==> src/design/mcppm_pkg.sv <==
// ----------------------------------------------------------------------------
// Pulse period meter package
// Operation codes, field widths and register map shared by the interfaces
// and the meter.
// ----------------------------------------------------------------------------
package mcppm_pkg;

   typedef enum logic [1:0] {
      OP_TICK         = 2'd0,
      OP_READ         = 2'd1,
      OP_CLEAR_WINDOW = 2'd2,
      OP_CLEAR_SUM    = 2'd3
   } opcode_type;

   localparam int OPCODE_BITS  = 2;
   localparam int PIN_BITS     = 3;
   localparam int CHANNEL_BITS = 2;
   localparam int MASK_BITS    = 3;
   localparam int FIELD_BITS   = 16;
   localparam int SUM_BITS     = 32;
   localparam int DIVIDER_BITS = 8;

   // Configuration space: one 32-bit register per word.
   localparam int CSR_ADDR_BITS = 3;
   localparam int CSR_DATA_BITS = 32;
   localparam logic [0:0] CSR_TICKS_PER_MS = 1'b0;  // word index of the divider register

   localparam logic [DIVIDER_BITS-1:0] TICKS_PER_MS_RESET = 8'd10;
   localparam logic [FIELD_BITS-1:0]   COUNT_ONES         = 16'hffff;
   localparam logic [SUM_BITS-1:0]     SUM_ONES           = 32'hffff_ffff;

endpackage

==> src/design/mcppm_if.sv <==
// ----------------------------------------------------------------------------
// Pulse period meter channels
// Request channel (operation beats) and response channel (result beats).
// ----------------------------------------------------------------------------
interface mcppm_req_if;
   logic                                  valid;
   logic                                  ready;
   logic [mcppm_pkg::OPCODE_BITS-1:0]     opcode;
   logic [mcppm_pkg::PIN_BITS-1:0]        pin_levels;
   logic [mcppm_pkg::CHANNEL_BITS-1:0]    channel;

   modport source (output valid, opcode, pin_levels, channel, input ready);
   modport sink   (input valid, opcode, pin_levels, channel, output ready);
endinterface

interface mcppm_rsp_if;
   logic                                  valid;
   logic                                  ready;
   logic                                  millisecond_strobe;
   logic [mcppm_pkg::MASK_BITS-1:0]       capture_mask;
   logic [mcppm_pkg::FIELD_BITS-1:0]      period_zero;
   logic [mcppm_pkg::FIELD_BITS-1:0]      period_one;
   logic [mcppm_pkg::FIELD_BITS-1:0]      period_two;
   logic [mcppm_pkg::FIELD_BITS-1:0]      stat_count;
   logic [mcppm_pkg::SUM_BITS-1:0]        stat_sum;
   logic [mcppm_pkg::FIELD_BITS-1:0]      stat_min;
   logic [mcppm_pkg::FIELD_BITS-1:0]      stat_max;
   logic [mcppm_pkg::FIELD_BITS-1:0]      stat_last;

   modport source (output valid, millisecond_strobe, capture_mask, period_zero, period_one,
                   period_two, stat_count, stat_sum, stat_min, stat_max, stat_last,
                   input ready);
   modport sink   (input valid, millisecond_strobe, capture_mask, period_zero, period_one,
                   period_two, stat_count, stat_sum, stat_min, stat_max, stat_last,
                   output ready);
endinterface

==> src/design/multi_channel_pulse_period_meter.sv <==
// ----------------------------------------------------------------------------
// Multi-channel pulse period meter
// Falling-edge detection, period capture and window statistics per channel.
// ----------------------------------------------------------------------------
// Each request beat is either a tick (pin samples for all channels) or a
// read / clear of one channel's statistics, and yields exactly one response
// beat. A beat is captured into an input register and resolved, once the
// response register is free, by one pass of per-channel compare and increment
// logic into the response register, so the meter sustains one beat per clock
// while the response side keeps ready high. Read and clear responses
// report the statistics as they stood before the operation. The millisecond
// divider is written through the APB port at word 0 and should only be changed
// while no beats are in flight.
module multi_channel_pulse_period_meter #(
   parameter int CHANNELS    = 3,
   parameter int PERIOD_BITS = 16
) (
   input  logic                                  clock,
   input  logic                                  reset,
   mcppm_req_if.sink                             req_bus,
   mcppm_rsp_if.source                           rsp_bus,
   input  logic                                  psel,
   input  logic                                  penable,
   input  logic                                  pwrite,
   input  logic [mcppm_pkg::CSR_ADDR_BITS-1:0]   paddr,
   input  logic [mcppm_pkg::CSR_DATA_BITS-1:0]   pwdata,
   output logic [mcppm_pkg::CSR_DATA_BITS-1:0]   prdata,
   output logic                                  pready
);

   localparam int SLOTS = (CHANNELS > mcppm_pkg::MASK_BITS) ? CHANNELS : mcppm_pkg::MASK_BITS;
   localparam int FB    = mcppm_pkg::FIELD_BITS;
   localparam int PINX  = CHANNELS + mcppm_pkg::PIN_BITS;
   localparam logic [PERIOD_BITS-1:0] PERIOD_ONES = {PERIOD_BITS{1'b1}};

   // Configuration
   logic [mcppm_pkg::DIVIDER_BITS-1:0] tpm_ff, tpm_in;
   logic                                csr_write;

   // Input stage
   logic                                s_valid_ff, s_valid_in;
   logic [mcppm_pkg::OPCODE_BITS-1:0]   s_opcode_ff;
   logic [mcppm_pkg::PIN_BITS-1:0]      s_pins_ff;
   logic [mcppm_pkg::CHANNEL_BITS-1:0]  s_channel_ff;
   logic                                advance;

   // Per-channel state
   logic                      prev_ff [CHANNELS];
   logic                      prev_in [CHANNELS];
   logic                      counting_ff [CHANNELS];
   logic                      counting_in [CHANNELS];
   logic [PERIOD_BITS-1:0]    period_ff [CHANNELS];
   logic [PERIOD_BITS-1:0]    period_in [CHANNELS];
   logic [PERIOD_BITS-1:0]    last_ff [CHANNELS];
   logic [PERIOD_BITS-1:0]    last_in [CHANNELS];
   logic [FB-1:0]             count_ff [CHANNELS];
   logic [FB-1:0]             count_in [CHANNELS];
   logic [mcppm_pkg::SUM_BITS-1:0] sum_ff [CHANNELS];
   logic [mcppm_pkg::SUM_BITS-1:0] sum_in [CHANNELS];
   logic [PERIOD_BITS-1:0]    min_ff [CHANNELS];
   logic [PERIOD_BITS-1:0]    min_in [CHANNELS];
   logic [PERIOD_BITS-1:0]    max_ff [CHANNELS];
   logic [PERIOD_BITS-1:0]    max_in [CHANNELS];
   logic [mcppm_pkg::DIVIDER_BITS-1:0] div_ff, div_in;

   // Response register
   logic                                rsp_valid_ff, rsp_valid_in;
   logic                                strobe_ff, strobe_in;
   logic [mcppm_pkg::MASK_BITS-1:0]     mask_ff, mask_in;
   logic [FB-1:0]                       per0_ff, per0_in;
   logic [FB-1:0]                       per1_ff, per1_in;
   logic [FB-1:0]                       per2_ff, per2_in;
   logic [FB-1:0]                       st_count_ff, st_count_in;
   logic [mcppm_pkg::SUM_BITS-1:0]      st_sum_ff, st_sum_in;
   logic [FB-1:0]                       st_min_ff, st_min_in;
   logic [FB-1:0]                       st_max_ff, st_max_in;
   logic [FB-1:0]                       st_last_ff, st_last_in;

   // ---------------------------------------------------------------- APB
   assign csr_write = psel && penable && pwrite;
   assign pready    = 1'b1;

   always_comb begin
      tpm_in = tpm_ff;
      if (csr_write && (paddr[mcppm_pkg::CSR_ADDR_BITS-1 -: 1] == mcppm_pkg::CSR_TICKS_PER_MS)) begin
         tpm_in = pwdata[mcppm_pkg::DIVIDER_BITS-1:0];
      end
   end

   always_comb begin
      prdata = '0;
      if (paddr[mcppm_pkg::CSR_ADDR_BITS-1 -: 1] == mcppm_pkg::CSR_TICKS_PER_MS) begin
         prdata = {{(mcppm_pkg::CSR_DATA_BITS-mcppm_pkg::DIVIDER_BITS){1'b0}}, tpm_ff};
      end
   end

   // ---------------------------------------------------------------- handshake
   assign advance       = s_valid_ff && (!rsp_valid_ff || rsp_bus.ready);
   assign req_bus.ready = !s_valid_ff || advance;

   always_comb begin
      s_valid_in = s_valid_ff;
      if (req_bus.ready) begin
         s_valid_in = req_bus.valid;
      end
      rsp_valid_in = rsp_valid_ff;
      if (advance) begin
         rsp_valid_in = 1'b1;
      end else if (rsp_bus.ready) begin
         rsp_valid_in = 1'b0;
      end
   end

   // ---------------------------------------------------------------- datapath
   always_comb begin
      logic [PINX-1:0]           pins_wide;
      logic [PERIOD_BITS-1:0]    pc;
      logic [PERIOD_BITS+FB-1:0] wide;
      logic [mcppm_pkg::DIVIDER_BITS-1:0] div_inc;
      logic [FB-1:0]             cap_period [SLOTS];
      logic [SLOTS-1:0]          cap_mask;
      logic                      now;

      pins_wide = {{CHANNELS{1'b0}}, s_pins_ff};
      div_inc   = div_ff + 1'b1;
      pc        = '0;
      wide      = '0;
      now       = 1'b0;
      cap_mask  = '0;
      for (int k = 0; k < SLOTS; k++) begin
         cap_period[k] = '0;
      end

      div_in    = div_ff;
      strobe_in = 1'b0;
      st_count_in = '0;
      st_sum_in   = '0;
      st_min_in   = '0;
      st_max_in   = '0;
      st_last_in  = '0;

      for (int c = 0; c < CHANNELS; c++) begin
         prev_in[c]     = prev_ff[c];
         counting_in[c] = counting_ff[c];
         period_in[c]   = period_ff[c];
         last_in[c]     = last_ff[c];
         count_in[c]    = count_ff[c];
         sum_in[c]      = sum_ff[c];
         min_in[c]      = min_ff[c];
         max_in[c]      = max_ff[c];
      end

      if (advance) begin
         if (s_opcode_ff == mcppm_pkg::OP_TICK) begin
            for (int c = 0; c < CHANNELS; c++) begin
               now = pins_wide[c];
               pc  = period_ff[c];
               if (counting_ff[c] && (pc != PERIOD_ONES)) begin
                  pc = pc + 1'b1;
               end
               period_in[c] = pc;
               if (!now && prev_ff[c]) begin
                  if (count_ff[c] != mcppm_pkg::COUNT_ONES) begin
                     count_in[c] = count_ff[c] + 1'b1;
                  end
                  if (sum_ff[c] != mcppm_pkg::SUM_ONES) begin
                     sum_in[c] = sum_ff[c] + 1'b1;
                  end
                  if (counting_ff[c]) begin
                     last_in[c] = pc;
                     if (pc < min_ff[c]) begin
                        min_in[c] = pc;
                     end
                     if ((pc > max_ff[c]) && (pc != PERIOD_ONES)) begin
                        max_in[c] = pc;
                     end
                     cap_mask[c]   = 1'b1;
                     wide          = {{FB{1'b0}}, pc};
                     cap_period[c] = wide[FB-1:0];
                  end
                  period_in[c]   = '0;
                  counting_in[c] = 1'b1;
               end
               prev_in[c] = now;
            end
            if (div_inc == tpm_ff) begin
               div_in    = '0;
               strobe_in = 1'b1;
            end else begin
               div_in = div_inc;
            end
         end else begin
            // Read and clear beats report the selected channel before any clearing.
            for (int c = 0; c < CHANNELS; c++) begin
               if (c == int'(s_channel_ff)) begin
                  st_count_in = count_ff[c];
                  st_sum_in   = sum_ff[c];
                  wide        = {{FB{1'b0}}, min_ff[c]};
                  st_min_in   = wide[FB-1:0];
                  wide        = {{FB{1'b0}}, max_ff[c]};
                  st_max_in   = wide[FB-1:0];
                  wide        = {{FB{1'b0}}, last_ff[c]};
                  st_last_in  = wide[FB-1:0];
                  if (s_opcode_ff == mcppm_pkg::OP_CLEAR_WINDOW) begin
                     count_in[c] = '0;
                     min_in[c]   = PERIOD_ONES;
                     max_in[c]   = '0;
                  end else if (s_opcode_ff == mcppm_pkg::OP_CLEAR_SUM) begin
                     sum_in[c] = '0;
                  end
               end
            end
         end
      end

      mask_in = cap_mask[mcppm_pkg::MASK_BITS-1:0];
      per0_in = cap_period[0];
      per1_in = cap_period[1];
      per2_in = cap_period[2];
   end

   // ---------------------------------------------------------------- registers
   always_ff @(posedge clock) begin
      if (reset) begin
         tpm_ff       <= mcppm_pkg::TICKS_PER_MS_RESET;
         s_valid_ff   <= 1'b0;
         rsp_valid_ff <= 1'b0;
         div_ff       <= '0;
         for (int c = 0; c < CHANNELS; c++) begin
            prev_ff[c]     <= 1'b0;
            counting_ff[c] <= 1'b0;
            period_ff[c]   <= '0;
            last_ff[c]     <= '0;
            count_ff[c]    <= '0;
            sum_ff[c]      <= '0;
            min_ff[c]      <= PERIOD_ONES;
            max_ff[c]      <= '0;
         end
      end else begin
         tpm_ff       <= tpm_in;
         s_valid_ff   <= s_valid_in;
         rsp_valid_ff <= rsp_valid_in;
         div_ff       <= div_in;
         for (int c = 0; c < CHANNELS; c++) begin
            prev_ff[c]     <= prev_in[c];
            counting_ff[c] <= counting_in[c];
            period_ff[c]   <= period_in[c];
            last_ff[c]     <= last_in[c];
            count_ff[c]    <= count_in[c];
            sum_ff[c]      <= sum_in[c];
            min_ff[c]      <= min_in[c];
            max_ff[c]      <= max_in[c];
         end
      end
   end

   always_ff @(posedge clock) begin
      if (req_bus.ready && req_bus.valid) begin
         s_opcode_ff  <= req_bus.opcode;
         s_pins_ff    <= req_bus.pin_levels;
         s_channel_ff <= req_bus.channel;
      end
      if (advance) begin
         strobe_ff   <= strobe_in;
         mask_ff     <= mask_in;
         per0_ff     <= per0_in;
         per1_ff     <= per1_in;
         per2_ff     <= per2_in;
         st_count_ff <= st_count_in;
         st_sum_ff   <= st_sum_in;
         st_min_ff   <= st_min_in;
         st_max_ff   <= st_max_in;
         st_last_ff  <= st_last_in;
      end
   end

   assign rsp_bus.valid              = rsp_valid_ff;
   assign rsp_bus.millisecond_strobe = strobe_ff;
   assign rsp_bus.capture_mask       = mask_ff;
   assign rsp_bus.period_zero        = per0_ff;
   assign rsp_bus.period_one         = per1_ff;
   assign rsp_bus.period_two         = per2_ff;
   assign rsp_bus.stat_count         = st_count_ff;
   assign rsp_bus.stat_sum           = st_sum_ff;
   assign rsp_bus.stat_min           = st_min_ff;
   assign rsp_bus.stat_max           = st_max_ff;
   assign rsp_bus.stat_last          = st_last_ff;

endmodule

==> src/flat_wrapper.sv <==
// flat-port wrapper written by rule: the top's interface ports become plain ports
module multi_channel_pulse_period_meter_flat 
#(
   parameter int CHANNELS    = 3,
   parameter int PERIOD_BITS = 16
)
  (clock, reset, psel, penable, pwrite, paddr, pwdata, prdata, pready, req_bus_valid, req_bus_opcode, req_bus_pin_levels, req_bus_channel, req_bus_ready, rsp_bus_valid, rsp_bus_millisecond_strobe, rsp_bus_capture_mask, rsp_bus_period_zero, rsp_bus_period_one, rsp_bus_period_two, rsp_bus_stat_count, rsp_bus_stat_sum, rsp_bus_stat_min, rsp_bus_stat_max, rsp_bus_stat_last, rsp_bus_ready);
  mcppm_req_if req_bus_i ();
  mcppm_rsp_if rsp_bus_i ();
  input  logic clock;
  input  logic reset;
  input  logic psel;
  input  logic penable;
  input  logic pwrite;
  input  logic [mcppm_pkg::CSR_ADDR_BITS-1:0] paddr;
  input  logic [mcppm_pkg::CSR_DATA_BITS-1:0] pwdata;
  output logic [mcppm_pkg::CSR_DATA_BITS-1:0] prdata;
  output logic pready;
  input wire logic [$bits(req_bus_i.valid)-1:0] req_bus_valid;
  input wire logic [$bits(req_bus_i.opcode)-1:0] req_bus_opcode;
  input wire logic [$bits(req_bus_i.pin_levels)-1:0] req_bus_pin_levels;
  input wire logic [$bits(req_bus_i.channel)-1:0] req_bus_channel;
  output wire logic [$bits(req_bus_i.ready)-1:0] req_bus_ready;
  output wire logic [$bits(rsp_bus_i.valid)-1:0] rsp_bus_valid;
  output wire logic [$bits(rsp_bus_i.millisecond_strobe)-1:0] rsp_bus_millisecond_strobe;
  output wire logic [$bits(rsp_bus_i.capture_mask)-1:0] rsp_bus_capture_mask;
  output wire logic [$bits(rsp_bus_i.period_zero)-1:0] rsp_bus_period_zero;
  output wire logic [$bits(rsp_bus_i.period_one)-1:0] rsp_bus_period_one;
  output wire logic [$bits(rsp_bus_i.period_two)-1:0] rsp_bus_period_two;
  output wire logic [$bits(rsp_bus_i.stat_count)-1:0] rsp_bus_stat_count;
  output wire logic [$bits(rsp_bus_i.stat_sum)-1:0] rsp_bus_stat_sum;
  output wire logic [$bits(rsp_bus_i.stat_min)-1:0] rsp_bus_stat_min;
  output wire logic [$bits(rsp_bus_i.stat_max)-1:0] rsp_bus_stat_max;
  output wire logic [$bits(rsp_bus_i.stat_last)-1:0] rsp_bus_stat_last;
  input wire logic [$bits(rsp_bus_i.ready)-1:0] rsp_bus_ready;
  assign req_bus_i.valid = req_bus_valid;
  assign req_bus_i.opcode = req_bus_opcode;
  assign req_bus_i.pin_levels = req_bus_pin_levels;
  assign req_bus_i.channel = req_bus_channel;
  assign req_bus_ready = req_bus_i.ready;
  assign rsp_bus_valid = rsp_bus_i.valid;
  assign rsp_bus_millisecond_strobe = rsp_bus_i.millisecond_strobe;
  assign rsp_bus_capture_mask = rsp_bus_i.capture_mask;
  assign rsp_bus_period_zero = rsp_bus_i.period_zero;
  assign rsp_bus_period_one = rsp_bus_i.period_one;
  assign rsp_bus_period_two = rsp_bus_i.period_two;
  assign rsp_bus_stat_count = rsp_bus_i.stat_count;
  assign rsp_bus_stat_sum = rsp_bus_i.stat_sum;
  assign rsp_bus_stat_min = rsp_bus_i.stat_min;
  assign rsp_bus_stat_max = rsp_bus_i.stat_max;
  assign rsp_bus_stat_last = rsp_bus_i.stat_last;
  assign rsp_bus_i.ready = rsp_bus_ready;
  multi_channel_pulse_period_meter #(.CHANNELS(CHANNELS), .PERIOD_BITS(PERIOD_BITS)) u_core (.clock(clock), .reset(reset), .req_bus(req_bus_i), .rsp_bus(rsp_bus_i), .psel(psel), .penable(penable), .pwrite(pwrite), .paddr(paddr), .pwdata(pwdata), .prdata(prdata), .pready(pready));
endmodule
==> config.mk <==
export PLATFORM = sky130hd
export DESIGN_NAME = multi_channel_pulse_period_meter_flat
export DESIGN_NICKNAME = d
export VERILOG_FILES = /design/src/design/mcppm_pkg.sv /design/src/design/mcppm_if.sv /design/src/design/multi_channel_pulse_period_meter.sv /design/src/flat_wrapper.sv
export SDC_FILE = /design/constraint.sdc
export NUM_CORES = 1
export LEC_CHECK = 0
export BUFFER_PORTS_ARGS = -buffer_cell sky130_fd_sc_hd__buf_4
export CORE_ASPECT_RATIO = 1.5
export CORE_MARGIN = 2
export CORE_UTILIZATION = 55
export DETAILED_ROUTE_END_ITERATION = 10
export GPL_TIMING_DRIVEN = 0
export PLACE_DENSITY_LB_ADDON = 0.15
export SETUP_SLACK_MARGIN = 0.1
export SLEW_MARGIN = 0
export SYNTH_ARGS = -nofsm -noshare
export SYNTH_HDL_FRONTEND = slang
export SYNTH_SLANG_ARGS = --single-unit
==> constraint.sdc <==
create_clock -name clock -period 8.3 [get_ports clock]
set_clock_uncertainty 0.1 [all_clocks]
set_input_delay 1.245 -clock clock [delete_from_list [all_inputs] [get_ports clock]]
set_output_delay 1.245 -clock clock [all_outputs]
set_load 0.01 [all_outputs]
======== Yosys cells after proc, flatten, opt, wreduce, memory -nomap -nowiden ========
Memory sizes are Yosys's and may differ from the RTL's.
Cells that the tools add are included.
operators by class
  bitwise logic cells ..................... 25
  reduce and logical (&&, ||, !) cells .... 31
  add/sub/neg operators ................... 10
  mux-type cells .......................... 144
  $lt $le $gt $ge ......................... 6
  equal/unequal tests ..................... 17
operators by type and width
  cell                   number
  $mux 16                87
  $mux 32                21
  $mux 48                10
  $mux 96                2
  $ne 16x16->1 const B   9
  $add 16x1->16 const B  6
  $add 32x1->32 const B  3
  $ne 32x32->1 const B   3
  $gt 16x16->1           3
  $lt 16x16->1           3
  $or 1x1->1             24
  $mux 1                 18
  $mux 8                 2
  $logic_and 1x1->1      14
  $mux 3                 4
  $reduce_and 3->1       3
  $add 8x1->8 const B    1
  $eq 8x8->1             1
  $reduce_and 2->1       4
  $logic_not 1->1        5
  $eq 2x2->1 const A     2
  $eq 2x2->1 const B     2
  $logic_not 2->1        2
  $logic_or 1x1->1       2
  other kinds (2)        2
storage, ports and cells
  logic and storage cells ................. 260
  output and inout bits ................... 183
  bits in writable memories ............... 342
  memories kept ........................... 8
  flip-flop bits (word level) ............. 173
  input bits .............................. 49
memories
  name              depth  bits a word  rd ports  clocked after memory_dff  write ports  RTL line                                RTL
  u_core.sum_ff     3      32           3         0                         3            multi_channel_pulse_period_meter.sv:58  logic [mcppm_pkg::SUM_BITS-1:0] sum_ff [CHANNELS];
  u_core.count_ff   3      16           3         0                         3            multi_channel_pulse_period_meter.sv:56  logic [FB-1:0] count_ff [CHANNELS];
  u_core.last_ff    3      16           3         0                         3            multi_channel_pulse_period_meter.sv:54  logic [PERIOD_BITS-1:0] last_ff [CHANNELS];
  u_core.max_ff     3      16           3         0                         3            multi_channel_pulse_period_meter.sv:62  logic [PERIOD_BITS-1:0] max_ff [CHANNELS];
  u_core.min_ff     3      16           3         0                         3            multi_channel_pulse_period_meter.sv:60  logic [PERIOD_BITS-1:0] min_ff [CHANNELS];
  u_core.period_ff  3      16           3         0                         3            multi_channel_pulse_period_meter.sv:52  logic [PERIOD_BITS-1:0] period_ff [CHANNELS];
  2 more memories   n/a    n/a          n/a       n/a                       n/a          n/a

======== Longest topological paths before layout ========
An unclocked memory read counts as a cell.
  word-level depth ........................ 14
  gate-level depth with buffers ........... 17
  depth with buffers taken out ............ 15

======== Least setup slack after synthesis ========
No wires, ideal clock.
  path kind ............................... input port to flip-flop
  start point ............................. input rsp_bus_ready
  end point ............................... register u_core.div_ff[0] in the netlist's numbering
  data required time ...................... 8072 ps
  arrival ................................. 6009 ps
  buffers on the path ..................... 1
  library setup time ...................... 128 ps
  setup slack ............................. 2064 ps
  stages on the path ...................... 8
  cell sequence ........................... nand2b_1 -> nand2_1 -> clkinv_1 -> nand2_1 -> clkbuf_1 -> nor3_1 -> a21oi_1 -> nor2_1
on the way
  word-level cells in the longest chain between the ends .. 3
ends and longest elaborated chain
  element                            RTL line                                 RTL
  start, declared                    flat_wrapper.sv:35                       input wire logic [$bits(rsp_bus_i.ready)-1:0] rsp_bus_ready;
  $logic_or 1x1->1                   multi_channel_pulse_period_meter.sv:98   assign advance = s_valid_ff && (!rsp_valid_ff || rsp_bus.ready);
  $logic_and 1x1->1                  multi_channel_pulse_period_meter.sv:98
  named net u_core.advance           multi_channel_pulse_period_meter.sv:45   logic advance;
  $reduce_and 2->1 (no source line)  n/a
  end signal, assigned               multi_channel_pulse_period_meter.sv:243  div_ff <= div_in;
  end, declared                      multi_channel_pulse_period_meter.sv:64   logic [mcppm_pkg::DIVIDER_BITS-1:0] div_ff, div_in;
The timed path passes the listed nets, and every way through them passes these cells.
A chain may end at the register's enable or synchronous reset.

==> results.md <==
* RSZ-0062 raised after global routing: no
* Worst Slack Setup Final at 2.91 ns
* Clock Path Buffers at 3
* Final critical-path required period at 5.39 ns
* Layout cells sized above 1 at 0.107
* Crit share post-route at 0.649
* Fin. max-slew vios at 0
* Final setup vio count at 0
* Post-CTS sizing at 0
* Syn-to-layout area delta at 14.8%
* First-pass GRT wire length at 128000 µm
* Post-CTS setup buffers at 0
* Sink Count at 515
* Synth cell types at 95
* Average routed wire per standard cell at 21.9 µm
* Initial drt markers at 1541
* # DRC at 0
* Total of max-cap violations at 0
* Vias per cell at 5.94
* # diodes at 0
* Die width at 184 µm
* Via count at 23101
* Static Leak at 12.3 nW
* Outcome: completed
* CTS Hold Buffers Added at 0
* Worst slew pin tran at 1.31 ns
* Worst hold path type: flop to flop
* Die height at 274 µm
* Antenna violations before repair at 0
* Crit path capture type: flop
* Post-synth EDFFs at 155
* Worst EP required at 8.71 ns
* Power per cell area at 175 nW/µm²
* Mapped cell area at 26700 µm²
* Post-Synthesis Cells at 2984
* Register area share after synthesis at 0.444
* Async set or reset register ratio after synthesis at 0
* TritonCTS clock tree: built
* Htree depth at 2
* Nets@finish at 3393
* CTS Root Cell: clkbuf_16
* Dpl ws at 3.11 ns
* Max Fclk at 186 MHz
* Area share of the largest cell type after synthesis at 0.269
* GRT Total Usage at 0.332
* Crit path kind: flop to flop
* Post-route ant nets at 0
* Peak VDD IR at 0.167 mV
* Drt pass-1 iters at 6
* Final Hold Viols at 0
* Core area at 48300 µm²
* Clk_lat worst skew at 0.59 ns
* CP Max Fanout at 10
* Routed wire length at 85100 µm
* Num ports at 232
* Ys flop type: dfxtp_1
* Row count at 99
* Cts bufs inserted at 51
* Post-Syn Area per Cell at 8.96 µm²
* Clock slew at reported path FFs at 0.07 ns
* GP Congestion at 0.981
* Worst Path Arrival at 5.80 ns
* Synthesis-stage register bit count at 515
* Vias in the first global route at 22549
* Fillers at 4122
* Crit start category: flop
* Die Area at 50400 µm²
* GRT overflow at 0
* Yosys warns at 0
* Slew HR at 0.122
* Largest net degree at the start of global routing at 84
* Area contributors post-synth: dfxtp_1, edfxtp_1, nor2_1, mux2i_1, ha_1
* Hpwl dp at 64500 µm
* Starting Density at 0.554
* Post-synth top area cell: dfxtp_1
* Finished Core Util at 0.636
* Count of input and output buffers at 180
[cells in the final DEF, fill, tap and decap left out, drive strengths merged, types with 7 or more instances in the layout]
cell,netlist,layout
and3,46,46
nor2,574,574
o31ai,21,21
nand3,77,77
or2,7,7
nand4,89,89
and4,34,34
a21o,15,15
nor3,51,51
nand3b,8,8
xnor2,73,73
buf,65,246
nor2b,32,32
clkbuf,113,190
mux2i,167,167
and2,34,34
dfxtp,360,360
nand2b,25,25
ha,103,103
o21a,11,11
or3,31,31
o21ai,59,59
a22oi,42,42
edfxtp,155,155
o211ai,9,9
or4,7,7
inv,147,150
a21oi,187,187
nor4,18,18
xor2,82,82
a2bb2oi,16,16
nand2,192,192
clkinv,1,11
a211oi,34,34
conb,2,25
a31oi,17,17
[path summary, 6_finish.rpt]
path	startpoint	endpoint	cells after the start	slack (ns)
worst max-delay path	u_core.period_ff[0][28]$_SDFFE_PP0P_	u_core.min_ff[0][19]$_SDFFE_PP1P_	14	2.91
worst max register to register	u_core.period_ff[0][28]$_SDFFE_PP0P_	u_core.min_ff[0][19]$_SDFFE_PP1P_	14	2.91
worst min register to register	u_core.last_ff[0][22]$_SDFFE_PP0P_	u_core.last_ff[0][22]$_SDFFE_PP0P_	2	0.36
worst min-delay path	u_core.last_ff[0][22]$_SDFFE_PP0P_	u_core.last_ff[0][22]$_SDFFE_PP0P_	2	0.36
[kinds of logic after synthesis]
| group | count (synthesis) | synth area share |
|---|---|---|
| muxes | 172 | 0.0648 |
| xor gates and xnor gates | 155 | 0.0517 |
| DFF | 515 | 0.444 |
| buffers and inverters | 328 | 0.0546 |
| AOI/OAI and AO/OA | 467 | 0.114 |
| other | 2 | 0.000281 |
| adders and majority gates | 103 | 0.0482 |
| and+or+nand+nor | 1242 | 0.223 |
[stage by stage]
stage	instance area, µm²	cells	power [mW]	setup TNS (ns)	hold WS (ns)
final	30700	3890	5.37	0	0.360
after global routing	30700	3890	5.51	0	0.372
after detailed placement	29000	3794	2.98	0	0.348
after CTS	30700	3890	5.39	0	0.357
after global placement	28900	3793	2.99	-17.19	0.343
after floorplan	26800	3007	2.85	0	0.336
[sequential cells by signal, summed over array words and instances (netlist names), 32 cells and up]
name                     cells
u_core.count_ff             48
u_core.sum_ff               96
u_core.rsp_bus.stat_sum     32
u_core.min_ff               48
u_core.max_ff               48
u_core.period_ff            48
u_core.last_ff              48
[Yosys cell counts, drive strengths merged, types with 51 or more instances]
| cell type | n |
|---|---|
| a21oi | 187 |
| buf | 65 |
| clkbuf | 113 |
| dfxtp | 360 |
| edfxtp | 155 |
| ha | 103 |
| inv | 147 |
| mux2i | 167 |
| nand2 | 192 |
| nand3 | 77 |
| nand4 | 89 |
| nor2 | 574 |
| nor3 | 51 |
| o21ai | 59 |
| xnor2 | 73 |
| xor2 | 82 |
[where the power goes]
part	internal [mW]	switching, mW
Clock	1.41	1.03
Combinational	0.0960	0.191
Sequential	2.63	0.0167
[worst max-delay path, cell delays in order, from the launching register on]
cell and delay, ns:
dfxtp_1 0.31, clkbuf_1 0.30, nand2_1 0.20, o311ai_0 0.70, inv_1 0.12, and3_1 0.22, xor2_1 1.00, ha_1 0.42
nor2b_1 0.13, o21ai_0 0.13, a21oi_1 0.08, o31ai_1 0.84, and3_4 0.39, buf_12 0.16, mux2i_1 0.20
[layer usage]
metal | share of wire | global-route usage | vias to the layer above
li1 | - | - | 10923
met1 | 0.37 | 0.358 | 11084
met2 | 0.50 | 0.594 | 821
met3 | 0.050 | 0.0437 | 273
met4 | 0.080 | 0.238 | 0
met5 | 0 | 0 | -
[layout make-up]
cell class / count / area [µm²] / share of cell area
Buffer: 180 / 905 / 0.0295
Tap cell: 606 / 758 / 0.0247
Inverter: 148 / 561 / 0.0183
Multi-Input combinational cell: 2164 / 13500 / 0.440
Clock inverter: 19 / 235 / 0.00766
Timing Repair Buffer: 181 / 1380 / 0.0449
Clock buffer: 77 / 1510 / 0.0491
Sequential cell: 515 / 11900 / 0.386
Note: power is estimated with default switching activity, not from simulation.
